<file path="src/rtl/core/lcd4_pkg.sv">
// ----------------------------------------------------------------------------
// lcd4_pkg
// Types and constants shared by the character LCD nibble write sequencer.
// ----------------------------------------------------------------------------
package lcd4_pkg;

   // Item kinds on the request channel
   localparam logic [1:0] KIND_TICK  = 2'd0;
   localparam logic [1:0] KIND_CMD   = 2'd1;
   localparam logic [1:0] KIND_DATA  = 2'd2;
   localparam logic [1:0] KIND_INIT  = 2'd3;

   // Register indexes
   localparam int          CSR_ADDR_W        = 3;
   localparam logic [2:0]  CSR_EN_HIGH       = 3'd0;
   localparam logic [2:0]  CSR_EN_LOW        = 3'd1;
   localparam logic [2:0]  CSR_CLEAR_SETTLE  = 3'd2;
   localparam logic [2:0]  CSR_CMD_SETTLE    = 3'd3;
   localparam logic [2:0]  CSR_DATA_SETTLE   = 3'd4;
   localparam logic [2:0]  CSR_INIT_WAIT     = 3'd5;

   localparam logic [7:0]  CLEAR_CMD = 8'h01;
   localparam logic [2:0]  INIT_LEN  = 3'd6;

   // Timing registers
   typedef struct packed {
      logic [15:0] en_high;
      logic [15:0] en_low;
      logic [15:0] clear_settle;
      logic [15:0] cmd_settle;
      logic [15:0] data_settle;
      logic [15:0] init_wait;
   } cfg_type;

   // One result item, first field in the highest bit
   typedef struct packed {
      logic       rejected;
      logic       busy;
      logic [3:0] data_nibble;
      logic       enable_line;
      logic       register_select;
   } rsp_type;

   // Power-up command sequence
   function automatic logic [7:0] init_byte(input logic [2:0] step);
      logic [7:0] b;
      case (step)
         3'd0: b = 8'h33;
         3'd1: b = 8'h32;
         3'd2: b = 8'h28;
         3'd3: b = 8'h06;
         3'd4: b = 8'h0E;
         3'd5: b = 8'h01;
         default: b = 8'h00;
      endcase
      return b;
   endfunction

endpackage

</file>
<file path="src/rtl/core/lcd4_cfg.sv">
// ----------------------------------------------------------------------------
// lcd4_cfg
// Timing register file, written through a plain write port.
// ----------------------------------------------------------------------------
module lcd4_cfg (
   input  logic                            clock,
   input  logic                            reset,
   input  logic                            csr_wr_en,
   input  logic [lcd4_pkg::CSR_ADDR_W-1:0] csr_addr,
   input  logic [15:0]                     csr_wdata,
   output lcd4_pkg::cfg_type               cfg
);

   lcd4_pkg::cfg_type cfg_ff, cfg_in;

   // Address decode; unknown indexes are dropped
   always_comb begin
      cfg_in = cfg_ff;
      if (csr_wr_en) begin
         case (csr_addr)
            lcd4_pkg::CSR_EN_HIGH:      cfg_in.en_high      = csr_wdata;
            lcd4_pkg::CSR_EN_LOW:       cfg_in.en_low       = csr_wdata;
            lcd4_pkg::CSR_CLEAR_SETTLE: cfg_in.clear_settle = csr_wdata;
            lcd4_pkg::CSR_CMD_SETTLE:   cfg_in.cmd_settle   = csr_wdata;
            lcd4_pkg::CSR_DATA_SETTLE:  cfg_in.data_settle  = csr_wdata;
            lcd4_pkg::CSR_INIT_WAIT:    cfg_in.init_wait    = csr_wdata;
            default:                    cfg_in = cfg_ff;
         endcase
      end
   end

   always_ff @(posedge clock) begin
      if (reset) begin
         cfg_ff.en_high      <= 16'd3;
         cfg_ff.en_low       <= 16'd3;
         cfg_ff.clear_settle <= 16'd4;
         cfg_ff.cmd_settle   <= 16'd1;
         cfg_ff.data_settle  <= 16'd1;
         cfg_ff.init_wait    <= 16'd5;
      end else begin
         cfg_ff <= cfg_in;
      end
   end

   assign cfg = cfg_ff;

endmodule

</file>
<file path="src/rtl/core/lcd4_core.sv">
// ----------------------------------------------------------------------------
// lcd4_core
// Phase sequencer: one item per cycle updates the phase, tick count and pins.
// ----------------------------------------------------------------------------
module lcd4_core (
   input  logic              clock,
   input  logic              reset,
   input  logic              item_valid,
   input  logic [1:0]        kind,
   input  logic [7:0]        byte_value,
   input  lcd4_pkg::cfg_type cfg,
   output lcd4_pkg::rsp_type result
);

   typedef enum logic [2:0] {
      PH_IDLE      = 3'd0,
      PH_PRE_WAIT  = 3'd1,
      PH_HI_ON     = 3'd2,
      PH_HI_OFF    = 3'd3,
      PH_LO_ON     = 3'd4,
      PH_LO_OFF    = 3'd5,
      PH_SETTLE    = 3'd6,
      PH_POST_WAIT = 3'd7
   } phase_type;

   phase_type   phase_ff, phase_in;
   logic [15:0] cnt_ff, cnt_in;
   logic [7:0]  held_byte_ff, held_byte_in;
   logic        held_data_ff, held_data_in;
   logic [2:0]  step_ff, step_in;
   logic        init_act_ff, init_act_in;
   logic [5:0]  pins_ff, pins_in;    // [5] RS, [4] E, [3:0] nibble

   logic [15:0] cnt_inc;
   logic [15:0] phase_len;
   logic [2:0]  step_nx;
   logic        start;
   logic [7:0]  start_byte;
   logic        start_data;
   logic        rej;

   // Length of the phase in progress
   always_comb begin
      case (phase_ff)
         PH_PRE_WAIT, PH_POST_WAIT: phase_len = cfg.init_wait;
         PH_HI_ON, PH_LO_ON:        phase_len = cfg.en_high;
         PH_HI_OFF, PH_LO_OFF:      phase_len = cfg.en_low;
         PH_SETTLE: begin
            if (held_data_ff)
               phase_len = cfg.data_settle;
            else if (held_byte_ff == lcd4_pkg::CLEAR_CMD)
               phase_len = cfg.clear_settle;
            else
               phase_len = cfg.cmd_settle;
         end
         default:                   phase_len = 16'd0;
      endcase
   end

   // Next-state logic
   always_comb begin
      phase_in     = phase_ff;
      cnt_in       = cnt_ff;
      held_byte_in = held_byte_ff;
      held_data_in = held_data_ff;
      step_in      = step_ff;
      init_act_in  = init_act_ff;
      pins_in      = pins_ff;
      cnt_inc      = cnt_ff + 16'd1;
      step_nx      = step_ff + 3'd1;
      start        = 1'b0;
      start_byte   = byte_value;
      start_data   = 1'b0;
      rej          = 1'b0;

      if (item_valid) begin
         if (kind == lcd4_pkg::KIND_TICK) begin
            if (phase_ff != PH_IDLE) begin
               cnt_in = cnt_inc;
               if (cnt_inc >= phase_len) begin
                  cnt_in = 16'd0;
                  case (phase_ff)
                     PH_PRE_WAIT: begin
                        step_in    = 3'd0;
                        start      = 1'b1;
                        start_byte = lcd4_pkg::init_byte(3'd0);
                     end
                     PH_HI_ON: begin
                        pins_in[4] = 1'b0;
                        phase_in   = PH_HI_OFF;
                     end
                     PH_HI_OFF: begin
                        pins_in  = {pins_ff[5], 1'b1, held_byte_ff[3:0]};
                        phase_in = PH_LO_ON;
                     end
                     PH_LO_ON: begin
                        pins_in[4] = 1'b0;
                        phase_in   = PH_LO_OFF;
                     end
                     PH_LO_OFF: phase_in = PH_SETTLE;
                     PH_SETTLE: begin
                        if (init_act_ff) begin
                           step_in = step_nx;
                           if (step_nx < lcd4_pkg::INIT_LEN) begin
                              start      = 1'b1;
                              start_byte = lcd4_pkg::init_byte(step_nx);
                           end else begin
                              phase_in = PH_POST_WAIT;
                           end
                        end else begin
                           phase_in = PH_IDLE;
                        end
                     end
                     PH_POST_WAIT: begin
                        init_act_in = 1'b0;
                        phase_in    = PH_IDLE;
                     end
                     default: phase_in = PH_IDLE;
                  endcase
               end
            end
         end else if (phase_ff != PH_IDLE) begin
            rej = 1'b1;
         end else if (kind == lcd4_pkg::KIND_INIT) begin
            init_act_in = 1'b1;
            step_in     = 3'd0;
            pins_in     = {pins_ff[5], 5'd0};
            phase_in    = PH_PRE_WAIT;
            cnt_in      = 16'd0;
         end else begin
            start      = 1'b1;
            start_data = (kind == lcd4_pkg::KIND_DATA);
         end
      end

      // Drive the high nibble with enable up
      if (start) begin
         held_byte_in = start_byte;
         held_data_in = start_data;
         pins_in      = {start_data, 1'b1, start_byte[7:4]};
         phase_in     = PH_HI_ON;
         cnt_in       = 16'd0;
      end
   end

   always_ff @(posedge clock) begin
      if (reset) begin
         phase_ff     <= PH_IDLE;
         cnt_ff       <= 16'd0;
         held_byte_ff <= 8'd0;
         held_data_ff <= 1'b0;
         step_ff      <= 3'd0;
         init_act_ff  <= 1'b0;
         pins_ff      <= 6'd0;
      end else begin
         phase_ff     <= phase_in;
         cnt_ff       <= cnt_in;
         held_byte_ff <= held_byte_in;
         held_data_ff <= held_data_in;
         step_ff      <= step_in;
         init_act_ff  <= init_act_in;
         pins_ff      <= pins_in;
      end
   end

   // Result reflects the pins after this item
   assign result.register_select = pins_in[5];
   assign result.enable_line     = pins_in[4];
   assign result.data_nibble     = pins_in[3:0];
   assign result.busy            = (phase_in != PH_IDLE);
   assign result.rejected        = rej;

endmodule

</file>
<file path="src/rtl/core/lcd4_obuf.sv">
// ----------------------------------------------------------------------------
// lcd4_obuf
// Two-entry result buffer; keeps the request side open while a result waits.
// ----------------------------------------------------------------------------
module lcd4_obuf (
   input  logic              clock,
   input  logic              reset,
   input  logic              push,
   input  lcd4_pkg::rsp_type push_data,
   output logic              space,
   output logic              out_valid,
   input  logic              out_ready,
   output lcd4_pkg::rsp_type out_data
);

   lcd4_pkg::rsp_type e0_ff, e0_in, e1_ff, e1_in;
   logic [1:0]        cnt_ff, cnt_in;
   logic              pop;

   assign pop = (cnt_ff != 2'd0) && out_ready;

   // Shift-down queue update
   always_comb begin
      e0_in  = e0_ff;
      e1_in  = e1_ff;
      cnt_in = cnt_ff;
      case ({push, pop})
         2'b10: begin
            if (cnt_ff == 2'd0) e0_in = push_data;
            else                e1_in = push_data;
            cnt_in = cnt_ff + 2'd1;
         end
         2'b01: begin
            e0_in  = e1_ff;
            cnt_in = cnt_ff - 2'd1;
         end
         2'b11: begin
            if (cnt_ff == 2'd1) begin
               e0_in = push_data;
            end else begin
               e0_in = e1_ff;
               e1_in = push_data;
            end
         end
         default: cnt_in = cnt_ff;
      endcase
   end

   always_ff @(posedge clock) begin
      if (reset) begin
         cnt_ff <= 2'd0;
      end else begin
         cnt_ff <= cnt_in;
      end
      e0_ff <= e0_in;
      e1_ff <= e1_in;
   end

   assign space     = (cnt_ff != 2'd2);
   assign out_valid = (cnt_ff != 2'd0);
   assign out_data  = e0_ff;

endmodule

</file>
<file path="src/rtl/core/char_lcd_nibble_write_sequencer.sv">
// Results are registered in the result buffer and leave it in order.
// Throughput: one item per cycle while the buffer has room; single-pass update.
// A two-entry result buffer keeps req_tready high while one result waits.
// Reset: synchronous, active high; phase idle, pins low, timing registers
// back to their defaults, result buffer emptied.
// ----------------------------------------------------------------------------
// char_lcd_nibble_write_sequencer
// 4-bit character LCD write sequencer driven by tick and request items.
// ----------------------------------------------------------------------------
module char_lcd_nibble_write_sequencer (
   input  logic                            clock,
   input  logic                            reset,
   // request channel
   input  logic                            req_tvalid,
   output logic                            req_tready,
   input  logic [7:0]                      req_tdata,  // [7:0] byte_value
   input  logic [1:0]                      req_tuser,  // [1:0] kind
   // result channel
   output logic                            rsp_tvalid,
   input  logic                            rsp_tready,
   // [0] register_select, [1] enable_line, [5:2] data_nibble, [6] busy,
   // [7] rejected
   output logic [7:0]                      rsp_tdata,
   // configuration
   input  logic                            csr_wr_en,
   input  logic [lcd4_pkg::CSR_ADDR_W-1:0] csr_addr,
   input  logic [15:0]                     csr_wdata
);

   lcd4_pkg::cfg_type cfg;
   lcd4_pkg::rsp_type core_rsp;
   lcd4_pkg::rsp_type buf_rsp;
   logic              accept;

   assign accept = req_tvalid && req_tready;

   lcd4_cfg u_cfg (
      .clock     (clock),
      .reset     (reset),
      .csr_wr_en (csr_wr_en),
      .csr_addr  (csr_addr),
      .csr_wdata (csr_wdata),
      .cfg       (cfg)
   );

   lcd4_core u_core (
      .clock      (clock),
      .reset      (reset),
      .item_valid (accept),
      .kind       (req_tuser),
      .byte_value (req_tdata),
      .cfg        (cfg),
      .result     (core_rsp)
   );

   lcd4_obuf u_obuf (
      .clock     (clock),
      .reset     (reset),
      .push      (accept),
      .push_data (core_rsp),
      .space     (req_tready),
      .out_valid (rsp_tvalid),
      .out_ready (rsp_tready),
      .out_data  (buf_rsp)
   );

   assign rsp_tdata = buf_rsp;

endmodule

</file>
<file path="config.mk">
export PLATFORM = sky130hd
export DESIGN_NAME = char_lcd_nibble_write_sequencer
export DESIGN_NICKNAME = d
export VERILOG_FILES = /design/src/rtl/core/lcd4_pkg.sv /design/src/rtl/core/lcd4_cfg.sv /design/src/rtl/core/lcd4_core.sv /design/src/rtl/core/lcd4_obuf.sv /design/src/rtl/core/char_lcd_nibble_write_sequencer.sv
export SDC_FILE = /design/constraint.sdc
export NUM_CORES = 1
export LEC_CHECK = 0
export BUFFER_PORTS_ARGS = -buffer_cell sky130_fd_sc_hd__buf_2
export CAP_MARGIN = 20
export CORE_MARGIN = 8
export CORE_UTILIZATION = 43
export CTS_BUF_LIST = sky130_fd_sc_hd__clkbuf_8
export CTS_CLUSTER_SIZE = 8
export DETAILED_ROUTE_END_ITERATION = 12
export PLACE_DENSITY = 0.61
export SYNTH_ARGS = -nofsm -noshare
export SYNTH_HDL_FRONTEND = slang
export SYNTH_HIERARCHICAL = 1
export SYNTH_SLANG_ARGS = --single-unit
</file>
<file path="constraint.sdc">
create_clock -name clock -period 5.5 [get_ports clock]
set_clock_uncertainty 0.2 [all_clocks]
set_input_delay 0 -clock clock [delete_from_list [all_inputs] [get_ports clock]]
set_output_delay 0 -clock clock [all_outputs]
set_load 0.02 [all_outputs]
</file>
# Yosys cells after proc, flatten, opt, wreduce, memory -nomap -nowiden

Index checks and enable logic that the tools add are counted.

Register bits after elaboration: 152
Input port bits: 34
Output and inout port bits: 10
Word-level logic and storage cells: 163

Add/subtract/negate cells: 4
Magnitude comparators: 2
Eq/ne operators: 34
Multiplexer cells: 71
Reductions and logical operators: 28

Operator list:

| cell                    | count |
|---|---|
| $mux W16                | 7 |
| $mux W8                 | 10 |
| $pmux W16 S4            | 1 |
| $mux W3                 | 15 |
| $pmux W6 S6             | 1 |
| $pmux W8 S2             | 2 |
| $mux W5                 | 6 |
| $eq A3 B3 Y1 const B    | 8 |
| $pmux W8 S3             | 1 |
| $mux W1                 | 21 |
| $eq A3 B2 Y1 const B    | 6 |
| $pmux W3 S6             | 1 |
| $add A16 B1 Y16 const B | 1 |
| $ge A16 B16 Y1          | 1 |
| $reduce_and A2 Y1       | 7 |
| $ne A2 B2 Y1 const B    | 6 |
| $eq A3 B1 Y1 const B    | 3 |
| $reduce_bool A3 Y1      | 3 |
| $eq A2 B2 Y1 const B    | 4 |
| $eq A8 B1 Y1 const B    | 1 |
| $reduce_bool A2 Y1      | 4 |
| $reduce_or A2 Y1        | 4 |
| $reduce_and A7 Y1       | 1 |
| $logic_not A3 Y1        | 2 |
| other kinds (18)        | 23 |

# Depth between registers and ports, before layout

Gate-level depths: netlist of the first run.

Word-level depth: 13
Depth in mapped cells: 20

# By module

The synthesis of the first run kept the hierarchy.

By module, submodules not included:

| module                          | instances | cells an instance | area an instance (um2) | sequential area each (um2) |
|---|---|---|---|---|
| lcd4_cfg                        | 1         | 339               | 3774.9                 | 1921.8 |
| lcd4_core                       | 1         | 483               | 3542.1                 | 760.7 |
| lcd4_obuf                       | 1         | 80                | 970.9                  | 520.5 |
| char_lcd_nibble_write_sequencer | 1         | 1                 | 6.3                    | 0.0 |

# Worst setup path before layout of the first run

OpenSTA, ideal clock, no wires.

Path kind: register to register
Start: reg u_core.phase_ff[0]
End: reg u_obuf.e0_ff, in the netlist u_obuf/out_data[6], data pin
Arrival time: 3.744 ns
Required time: 5.041 ns
Setup slack: 1.297 ns
Stages on the path, launching flop included: 17
Buffers on the path: 3
Cells stage by stage: dfxtp_1 -> clkbuf_1 -> clkbuf_1 -> buf_1 -> a31oi_1 -> a21o_1 -> ha_1 -> nand2b_4 -> a2111o_1 -> a221oi_2 -> o31ai_2 -> a221oi_1 -> a311oi_1 -> or3_1 -> mux2_4 -> nand2_1 -> nand2_1

RTL lines:

| item                   | line             | RTL |
|---|---|---|
| start, declared        | lcd4_core.sv:26  | `phase_type phase_ff, phase_in;` |
| start signal, assigned | lcd4_core.sv:156 | `phase_ff <= phase_in;` |
| end signal, assigned   | lcd4_obuf.sv:55  | `e0_ff <= e0_in;` |
| end, declared          | lcd4_obuf.sv:16  | `lcd4_pkg::rsp_type e0_ff, e0_in, e1_ff, e1_in;` |

==> summary.md, run 1 <==
| Metric | Value |
|---|---|
| Aggregate negative setup slack | 0 ns |
| Die boundary height | 155 um |
| Detail-routed net length per standard cell | 15.4 um |
| Count of flip-flops with a built-in enable after synthesis | 16 |
| Number of standard cells in the final layout excluding fillers | 1,232 |
| Number of distinct standard cells referenced by the synthesized netlist | 65 |
| Buffers plus inverters on the worst setup path | 0 |
| Critical path's most frequent cell | sky130_fd_sc_hd__nand2_1 |
| Critical Path Max Stage Delay | 0.59 ns |
| Fin. max-slew vios | 0 |
| Setup CP Type | register to register |
| Worst slack at placement | 0.646 ns |
| Dominant cell type by area after synthesis | sky130_fd_sc_hd__dfxtp_1 |
| Total Routing Usage GR | 0.160 |
| Count of state elements after synthesis | 152 |
| RSZ-0062 raised after global routing | false |
| Remaining global-route overflow | 0 |
| Final count of hold timing violations | 0 |
| Syn. warnings | 6 |
| Startpoint type of the worst setup path | register |
| Worst slew margin | 0.381 |
| TritonCTS Buffers | 17 |
| Cell with the largest stage delay on the worst path | sky130_fd_sc_hd__nand2_1 |
| Root Driver | sky130_fd_sc_hd__clkbuf_8 |
| Final wirelength | 19,000 um |
| Core area | 19,200 um^2 |
| Area of the die | 24,000 um^2 |
| Die outline width | 155 um |
| Wire length of the first global-routing pass | 31,200 um |
| # nets final | 1,022 |
| Depth of the CTS H-tree | 4 |
| Cell area power density | 301 nW/um^2 |
| Setup violation total in the final timing report | 0 |
| Number of fill cells in the layout | 1,836 |
| Type of destination of the critical path | register |
| Number of nets with antenna violations after detailed routing | 0 |
| Instance count after placement with tap cells included | 1,167 |
| Detailed-routing iteration count for the pre-antenna-repair pass | 5 |
| Final instance area | 9330 um^2 |
| Antenna violations before repair | 0 |
| Maximum fanout along the worst path | 13 |
| Synth Cell Area | 8290 um^2 |
| Worst-skew pair later-pin latency | 0.47 ns |
| Kind of path behind the tightest hold check | primary input to register |
| Buffer depth of the longest clock path | 2 |
| Pleak | 4.00 nW |
| Nets in the synthesized netlist | 969 |
| Number of instances in the synthesized netlist | 903 |
| CTS tree | yes |
| Largest voltage drop on the vdd net | 0.174 mV |
| Layout area overhead | 12.5% |
| Number of sinks on the clock net | 152 |
| Fraction of layout instances using a drive strength above 1 | 0.130 |
| Share of synthesized area occupied by flip-flops and latches | 0.386 |
| Effective utilization at floorplan | 0.432 |
| List of cells traversed by the critical path | nor4_1 > nand2_1 > mux2i_1 > o21ai_0 > a21o_1 > ha_1 > nand2b_4 > a2111o_1 > a221oi_2 > o31ai_2 > a221oi_1 > a311oi_1 > or3_1 > mux2_4 > nand2_1 > nand2_1 |
| Share of Yosys cell area claimed by the top area cell type | 0.328 |
| IO Pins | 44 |
| Prevailing post-synth register cell | sky130_fd_sc_hd__dfxtp_1 |
| Routability cong. | 0.815 |
| 1st-iter DRT viols | 401 |
| Final worst path period need | 4.92 ns |
| Count of buffers inserted at the top-level ports | 43 |
| DRC violation count after routing | 0 |
| Share of the cycle needed by the critical path after routing | 0.895 |
| Required time at the worst-slack endpoint | 5.52 ns |
| Post-synthesis area per instance | 9.19 um^2 |
| Vias post-DR | 6,339 |
| Number of max-cap violations | 0 |
| Worst slew pin tran | 0.929 ns |
| Via density per instance | 5.15 |
| Setup ws final | 0.579 ns |
| Row count | 51 |
| Number of post-CTS setup repair buffers | 0 |
| Antenna cells | 0 |
| Placed cell areas | 8670 um^2 |
| CP Data Arrival Time | 4.94 ns |
| Number of global-route vias before repair | 6,216 |
| Leading cell types by total area after synthesis | sky130_fd_sc_hd__dfxtp_1 33%, sky130_fd_sc_hd__mux2i_1 14%, sky130_fd_sc_hd__nand2b_1 8.3% |
| Result of the run | finished, final reports clean |
| Async set-reset flop share out of synthesis | 0 |
| Clock edge transition at the registers on the reported setup and hold paths | 0.08 ns |
| Cell type group with the largest total delay on the critical path | compound AO/OA/AOI/OAI gates |
| HPWL reported at the end of detailed placement | 12,700 um |
| Upper clock frequency limit | 203 MHz |
| Power, Total | 0.00281 W |
| Largest net degree at the start of global routing | 84 |
==> repair_timing <==
| action | 4_1_cts | 5_1_grt |
|---|---|---|
| hold buffers | 33 | 1 |
| gates resized for setup | 0 | 0 |
| endpoints found under the hold margin | 119 | 1 |
==> layer usage <==
layer  share of wire  global-route usage  up-vias
met5               0                   0        -
met3           0.032              0.0377       10
met1            0.50               0.211     2978
met4          0.0074              0.0392        0
li1                -                   -     3265
met2            0.46               0.259       86
==> path summary, 6_finish.rpt <==
path / startpoint / end / slack (ns) / depth (start not counted)
worst min register to register: u_core/held_byte_ff[6]$_SDFFE_PP0P_ / u_core/held_byte_ff[6]$_SDFFE_PP0P_ / 0.27 / 2
worst min-delay path: req_tuser[1] / u_core/held_data_ff$_SDFFE_PP0P_ / 0.04 / 5
worst max register to register: u_core/held_byte_ff[3]$_SDFFE_PP0P_ / u_obuf/out_data[6]$_DFFE_PP_ / 0.58 / 16
worst max-delay path: u_core/held_byte_ff[3]$_SDFFE_PP0P_ / u_obuf/out_data[6]$_DFFE_PP_ / 0.58 / 16
==> where the power goes <==
part           switching (W)  internal, W  total [W]
registers          0.0000498      0.00125    0.00130
clock network       0.000432     0.000305   0.000737
logic               0.000466     0.000310   0.000777
==> cells by family (layout without fill, tap and decap cells) <==
kind of cell,after synthesis,in the layout,synth area share
and+or+nand+nor,327,327,0.215
muxes,125,125,0.156
AOI/OAI and AO/OA,171,171,0.129
buffers and inverters,76,140,0.0442
DFF,152,152,0.386
adders and majority gates,32,32,0.0483
xor gates and xnor gates,20,20,0.0211
==> flip-flops by register name, summed over array words and instances (netlist names) <==
register and cells:
u_core/pins_ff 6, u_obuf/e1_ff 8, u_core/cnt_ff 16, u_core/held_data_ff 1, u_core/held_byte_ff 8, u_core/phase_ff 3
u_core/step_ff 3, u_core/init_act_ff 1, u_obuf/cnt_ff 2, u_obuf/out_data 8, u_cfg/cfg 96
==> Yosys cell counts, drive strengths merged, types with 11 or more instances <==
| library cell | n |
|---|---|
| a21oi | 57 |
| inv | 17 |
| nand3 | 13 |
| nor3 | 12 |
| a22oi | 18 |
| mux2i | 114 |
| nand2b | 111 |
| edfxtp | 16 |
| nand2 | 94 |
| o21ai | 40 |
| ha | 32 |
| mux2 | 11 |
| xnor2 | 12 |
| a31oi | 25 |
| buf | 24 |
| clkbuf | 35 |
| dfxtp | 136 |
| nor2 | 53 |
==> cells in the final DEF, fill, tap and decap left out, types with 6 or more instances in the layout <==
cell type	netlist	routed
sky130_fd_sc_hd__ha_1	32	32
sky130_fd_sc_hd__and3_1	7	7
sky130_fd_sc_hd__buf_2	14	43
sky130_fd_sc_hd__nor2_2	11	11
sky130_fd_sc_hd__o21ai_0	39	39
sky130_fd_sc_hd__a31oi_1	25	25
sky130_fd_sc_hd__a21o_1	6	6
sky130_fd_sc_hd__dlygate4sd3_1	0	34
sky130_fd_sc_hd__a21oi_1	56	56
sky130_fd_sc_hd__nand3_1	13	13
sky130_fd_sc_hd__mux2_4	8	8
sky130_fd_sc_hd__edfxtp_1	16	16
sky130_fd_sc_hd__nand2b_1	110	110
sky130_fd_sc_hd__nand2_1	94	94
sky130_fd_sc_hd__inv_1	17	20
sky130_fd_sc_hd__nor3_1	11	11
sky130_fd_sc_hd__a22oi_1	18	18
sky130_fd_sc_hd__nor2_1	42	42
sky130_fd_sc_hd__clkbuf_8	0	17
sky130_fd_sc_hd__a311oi_1	9	9
sky130_fd_sc_hd__xnor2_1	12	12
sky130_fd_sc_hd__buf_4	2	15
sky130_fd_sc_hd__mux2i_1	114	114
sky130_fd_sc_hd__dfxtp_1	136	136
sky130_fd_sc_hd__xor2_1	8	7
==> final cells by class <==
class                           count  area [um^2]  share of cell area
Timing Repair Buffer               93          683              0.0732
Tap cell                          265          332              0.0355
Clock inverter                     13         83.8             0.00898
Clock buffer                       17          234              0.0251
Sequential cell                   152         3200               0.343
Inverter                           17         63.8             0.00684
Multi-Input combinational cell    675         4730               0.507
==> metrics by stage <==
step	utilization	hold slack (ns)
after detailed placement	0.451	0.0682
after CTS	0.485	0.0209
after global routing	0.486	0.0657
after global placement	0.451	0.0643
final	0.486	0.0367
after floorplan	-	-0.131
==> tightest hold or removal path, delay by kind of cell <==
kind,cells,cell delay (ns)
multiplexers,1,0.15
buffers and inverters,1,0.12
AND/OR/NAND/NOR,2,0.20
adder cells (fa/ha/maj),1,0.17
Power figures use the tool's default switching activity.
==> run 2: changes to the inputs <==
--- a/config.mk
+++ b/config.mk
@@ -8,11 +8,13 @@
 export BUFFER_PORTS_ARGS = -buffer_cell sky130_fd_sc_hd__buf_2
 export CAP_MARGIN = 20
 export CORE_MARGIN = 8
-export CORE_UTILIZATION = 43
+export CORE_UTILIZATION = 40
 export CTS_BUF_LIST = sky130_fd_sc_hd__clkbuf_8
 export CTS_CLUSTER_SIZE = 8
 export DETAILED_ROUTE_END_ITERATION = 12
-export PLACE_DENSITY = 0.61
+export GPL_ROUTABILITY_DRIVEN = 0
+export PLACE_DENSITY = 0.58
+export RECOVER_POWER = 25
 export SYNTH_ARGS = -nofsm -noshare
 export SYNTH_HDL_FRONTEND = slang
 export SYNTH_HIERARCHICAL = 1
==> run 2 against run 1 <==
  * Flip-flop and latch count stayed put
  * Largest power group unchanged
  * Register-to-register slack better by 0.02 ns
  * Non-clock buffer count stayed put
  * The run now ends with capacitance limit, slew limit left
  * Cell count is 0.57% higher
  * Hold slack better by 0.0054 ns
  * Critical endpoint unchanged
==> summary.md, run 2 (same netlist as run 1, synthesis figures left out) <==
| Metric | Value |
|---|---|
| Aggregate negative setup slack | 0 ns |
| Number of sinks on the clock net | 152 |
| Largest net degree at the start of global routing | 80 |
| Number of max-cap violations | 1 |
| Cell area power density | 315 nW/um^2 |
| Number of global-route vias before repair | 6,310 |
| Vias post-DR | 6,364 |
| Count of buffers inserted at the top-level ports | 43 |
| Violations in the final reports | capacitance limit, slew limit |
| Worst reg2reg path startpoint | u_core/phase_ff[1]$_SDFF_PP0_ |
| Setup violation total in the final timing report | 0 |
| Final worst path period need | 4.90 ns |
| Worst R2R Path Depth | 16 |
| Result of the run | complete, but fails checks |
| Number of nets with antenna violations after detailed routing | 0 |
| # nets final | 1,022 |
| Upper clock frequency limit | 204 MHz |
| Number of standard cells in the final layout excluding fillers | 1,239 |
| Worst slack at placement | 0.603 ns |
| Detail-routed net length per standard cell | 15.9 um |
| Die boundary height | 160 um |
| Pleak | 4.02 nW |
| Clock edge transition at the registers on the reported setup and hold paths | 0.08 ns |
| Worst slew margin | -1.04 |
| RSZ-0062 raised after global routing | false |
| Type of destination of the critical path | register |
| Fraction of layout instances using a drive strength above 1 | 0.119 |
| Number of fill cells in the layout | 1,987 |
| Worst-skew pair later-pin latency | 0.46 ns |
| Root Driver | sky130_fd_sc_hd__clkbuf_8 |
| CP Data Arrival Time | 4.91 ns |
| Remaining global-route overflow | 0 |
| Wire length of the first global-routing pass | 32,600 um |
| Fin. max-slew vios | 80 |
| Antenna violations before repair | 0 |
| 1st-iter DRT viols | 444 |
| Startpoint type of the worst setup path | register |
| TritonCTS Buffers | 17 |
| Die outline width | 160 um |
| Number of post-CTS setup repair buffers | 0 |
| Critical Path Source | u_core/phase_ff[1]$_SDFF_PP0_ |
| Effective utilization at floorplan | 0.409 |
| R2r setup slk | 0.60 ns |
| Area of the die | 25,600 um^2 |
| Most common library cell in the layout ignoring fill and taps | sky130_fd_sc_hd__dfxtp_1 |
| Setup ws final | 0.598 ns |
| Row count | 52 |
| Setup CP Type | register to register |
| Total Routing Usage GR | 0.155 |
| Required time at the worst-slack endpoint | 5.51 ns |
| Final wirelength | 19,700 um |
| Layout area overhead | 13.6% |
| Buffer depth of the longest clock path | 2 |
| Final count of hold timing violations | 0 |
| Detailed-routing iteration count for the pre-antenna-repair pass | 4 |
| Instance count after placement with tap cells included | 1,172 |
| Share of the cycle needed by the critical path after routing | 0.891 |
| Critical path capture point | u_obuf/out_data[6]$_DFFE_PP_ |
| Worst slew pin tran | 3.05 ns |
| Antenna cells | 0 |
| Highest-count cells in the layout ignoring fill and taps | 136 x sky130_fd_sc_hd__dfxtp_1, 114 x sky130_fd_sc_hd__mux2i_1, 110 x sky130_fd_sc_hd__nand2b_1, 94 x sky130_fd_sc_hd__nand2_1, 56 x sky130_fd_sc_hd__a21oi_1 |
| Post-CTS sizing | 0 |
| DRC violation count after routing | 0 |
| IO Pins | 44 |
| Largest voltage drop on the vdd net | 0.168 mV |
| Maximum fanout along the worst path | 10 |
| Depth of the CTS H-tree | 4 |
| CTS tree | yes |
| HPWL reported at the end of detailed placement | 13,100 um |
| Number of flip-flops under the largest register name | 96 |
| Core area | 20,300 um^2 |
| R2R Path End | u_obuf/out_data[6]$_DFFE_PP_ |
| Via density per instance | 5.14 |
| Kind of path behind the tightest hold check | primary input to register |
-- run 2: changes by cell type in the layout (fill, tap and decap cells not counted), sizes merged --
cell and delta:
clkbuf +12, bufinv +3, buf -11, clkinv -2
-- run 2: how the worst min path moves through the flow --
stage / start / to / slack [ns] / depth (start not counted)
after floorplan: reset / u_obuf/cnt_ff[0]$_SDFFE_PP0P_ / -0.13 / 1
after detailed placement: req_tdata[7] / u_core/held_byte_ff[7]$_SDFFE_PP0P_ / 0.07 / 3
after global placement: req_tdata[6] / u_core/held_byte_ff[6]$_SDFFE_PP0P_ / 0.07 / 3
final: req_tuser[1] / u_core/held_data_ff$_SDFFE_PP0P_ / 0.04 / 5
after CTS: req_tuser[1] / u_core/held_data_ff$_SDFFE_PP0P_ / 0.0007 / 5
after global routing: req_tuser[1] / u_core/held_data_ff$_SDFFE_PP0P_ / 0.03 / 5
-- run 2: area by class of cell --
cell class | count | area [um^2] | share of cell area
Clock buffer | 18 | 248 | 0.0263
Clock inverter | 14 | 160 | 0.0170
Multi-Input combinational cell | 675 | 4730 | 0.502
Timing Repair Buffer | 93 | 679 | 0.0721
Tap cell | 270 | 338 | 0.0358
Inverter | 17 | 63.8 | 0.00677
Sequential cell | 152 | 3200 | 0.340
-- run 2: repair_timing --
action,in CTS,in global routing
hold buffers,33,1
endpoints found under the setup margin,0,0
hold endpoints to repair,119,1
-- run 2: through the flow --
stage	cell area (um^2)	util	power, W	hold slack, ns
floorplan	8290	-	0.00191	-0.131
global placement	8670	0.427	0.00208	0.0661
detailed placement	8690	0.428	0.00208	0.0715
CTS	9430	0.464	0.00300	0.000657
global route	9420	0.464	0.00314	0.0336
finish	9420	0.464	0.00297	0.0421
-- run 2: critical path, cell delays in order, from the launching register on --
cell	delay [ns]
sky130_fd_sc_hd__dfxtp_1	0.45
sky130_fd_sc_hd__xnor2_1	0.81
sky130_fd_sc_hd__buf_4	0.27
sky130_fd_sc_hd__nand2_1	0.06
sky130_fd_sc_hd__a31oi_1	0.27
sky130_fd_sc_hd__a21oi_1	0.08
sky130_fd_sc_hd__ha_1	0.30
sky130_fd_sc_hd__a21o_1	0.19
sky130_fd_sc_hd__a21o_1	0.18
sky130_fd_sc_hd__a221oi_2	0.36
sky130_fd_sc_hd__o31ai_2	0.18
sky130_fd_sc_hd__a221oi_1	0.35
sky130_fd_sc_hd__a311oi_1	0.10
sky130_fd_sc_hd__or3_1	0.45
sky130_fd_sc_hd__mux2_4	0.28
sky130_fd_sc_hd__nand2_1	0.06
sky130_fd_sc_hd__nand2_1	0.05
-- run 2: routing by layer --
layer / wire (um) / vias up / part of all wire / global-route usage
li1: - / 3276 / - / -
met1: 9920 / 2982 / 0.50 / 0.202
met2: 8930 / 87 / 0.45 / 0.253
met3: 619 / 19 / 0.031 / 0.0308
met4: 232 / 0 / 0.012 / 0.0480
met5: 0 / - / 0 / 0
-- run 2: where the power goes --
group | switching, W | internal [W] | total, W | leakage, nW
Sequential | 0.0000509 | 0.00125 | 0.00130 | 1.26
Clock | 0.000444 | 0.000459 | 0.000903 | 0.225
Combinational | 0.000464 | 0.000301 | 0.000765 | 2.53
Total | 0.000960 | 0.00201 | 0.00297 | 4.02
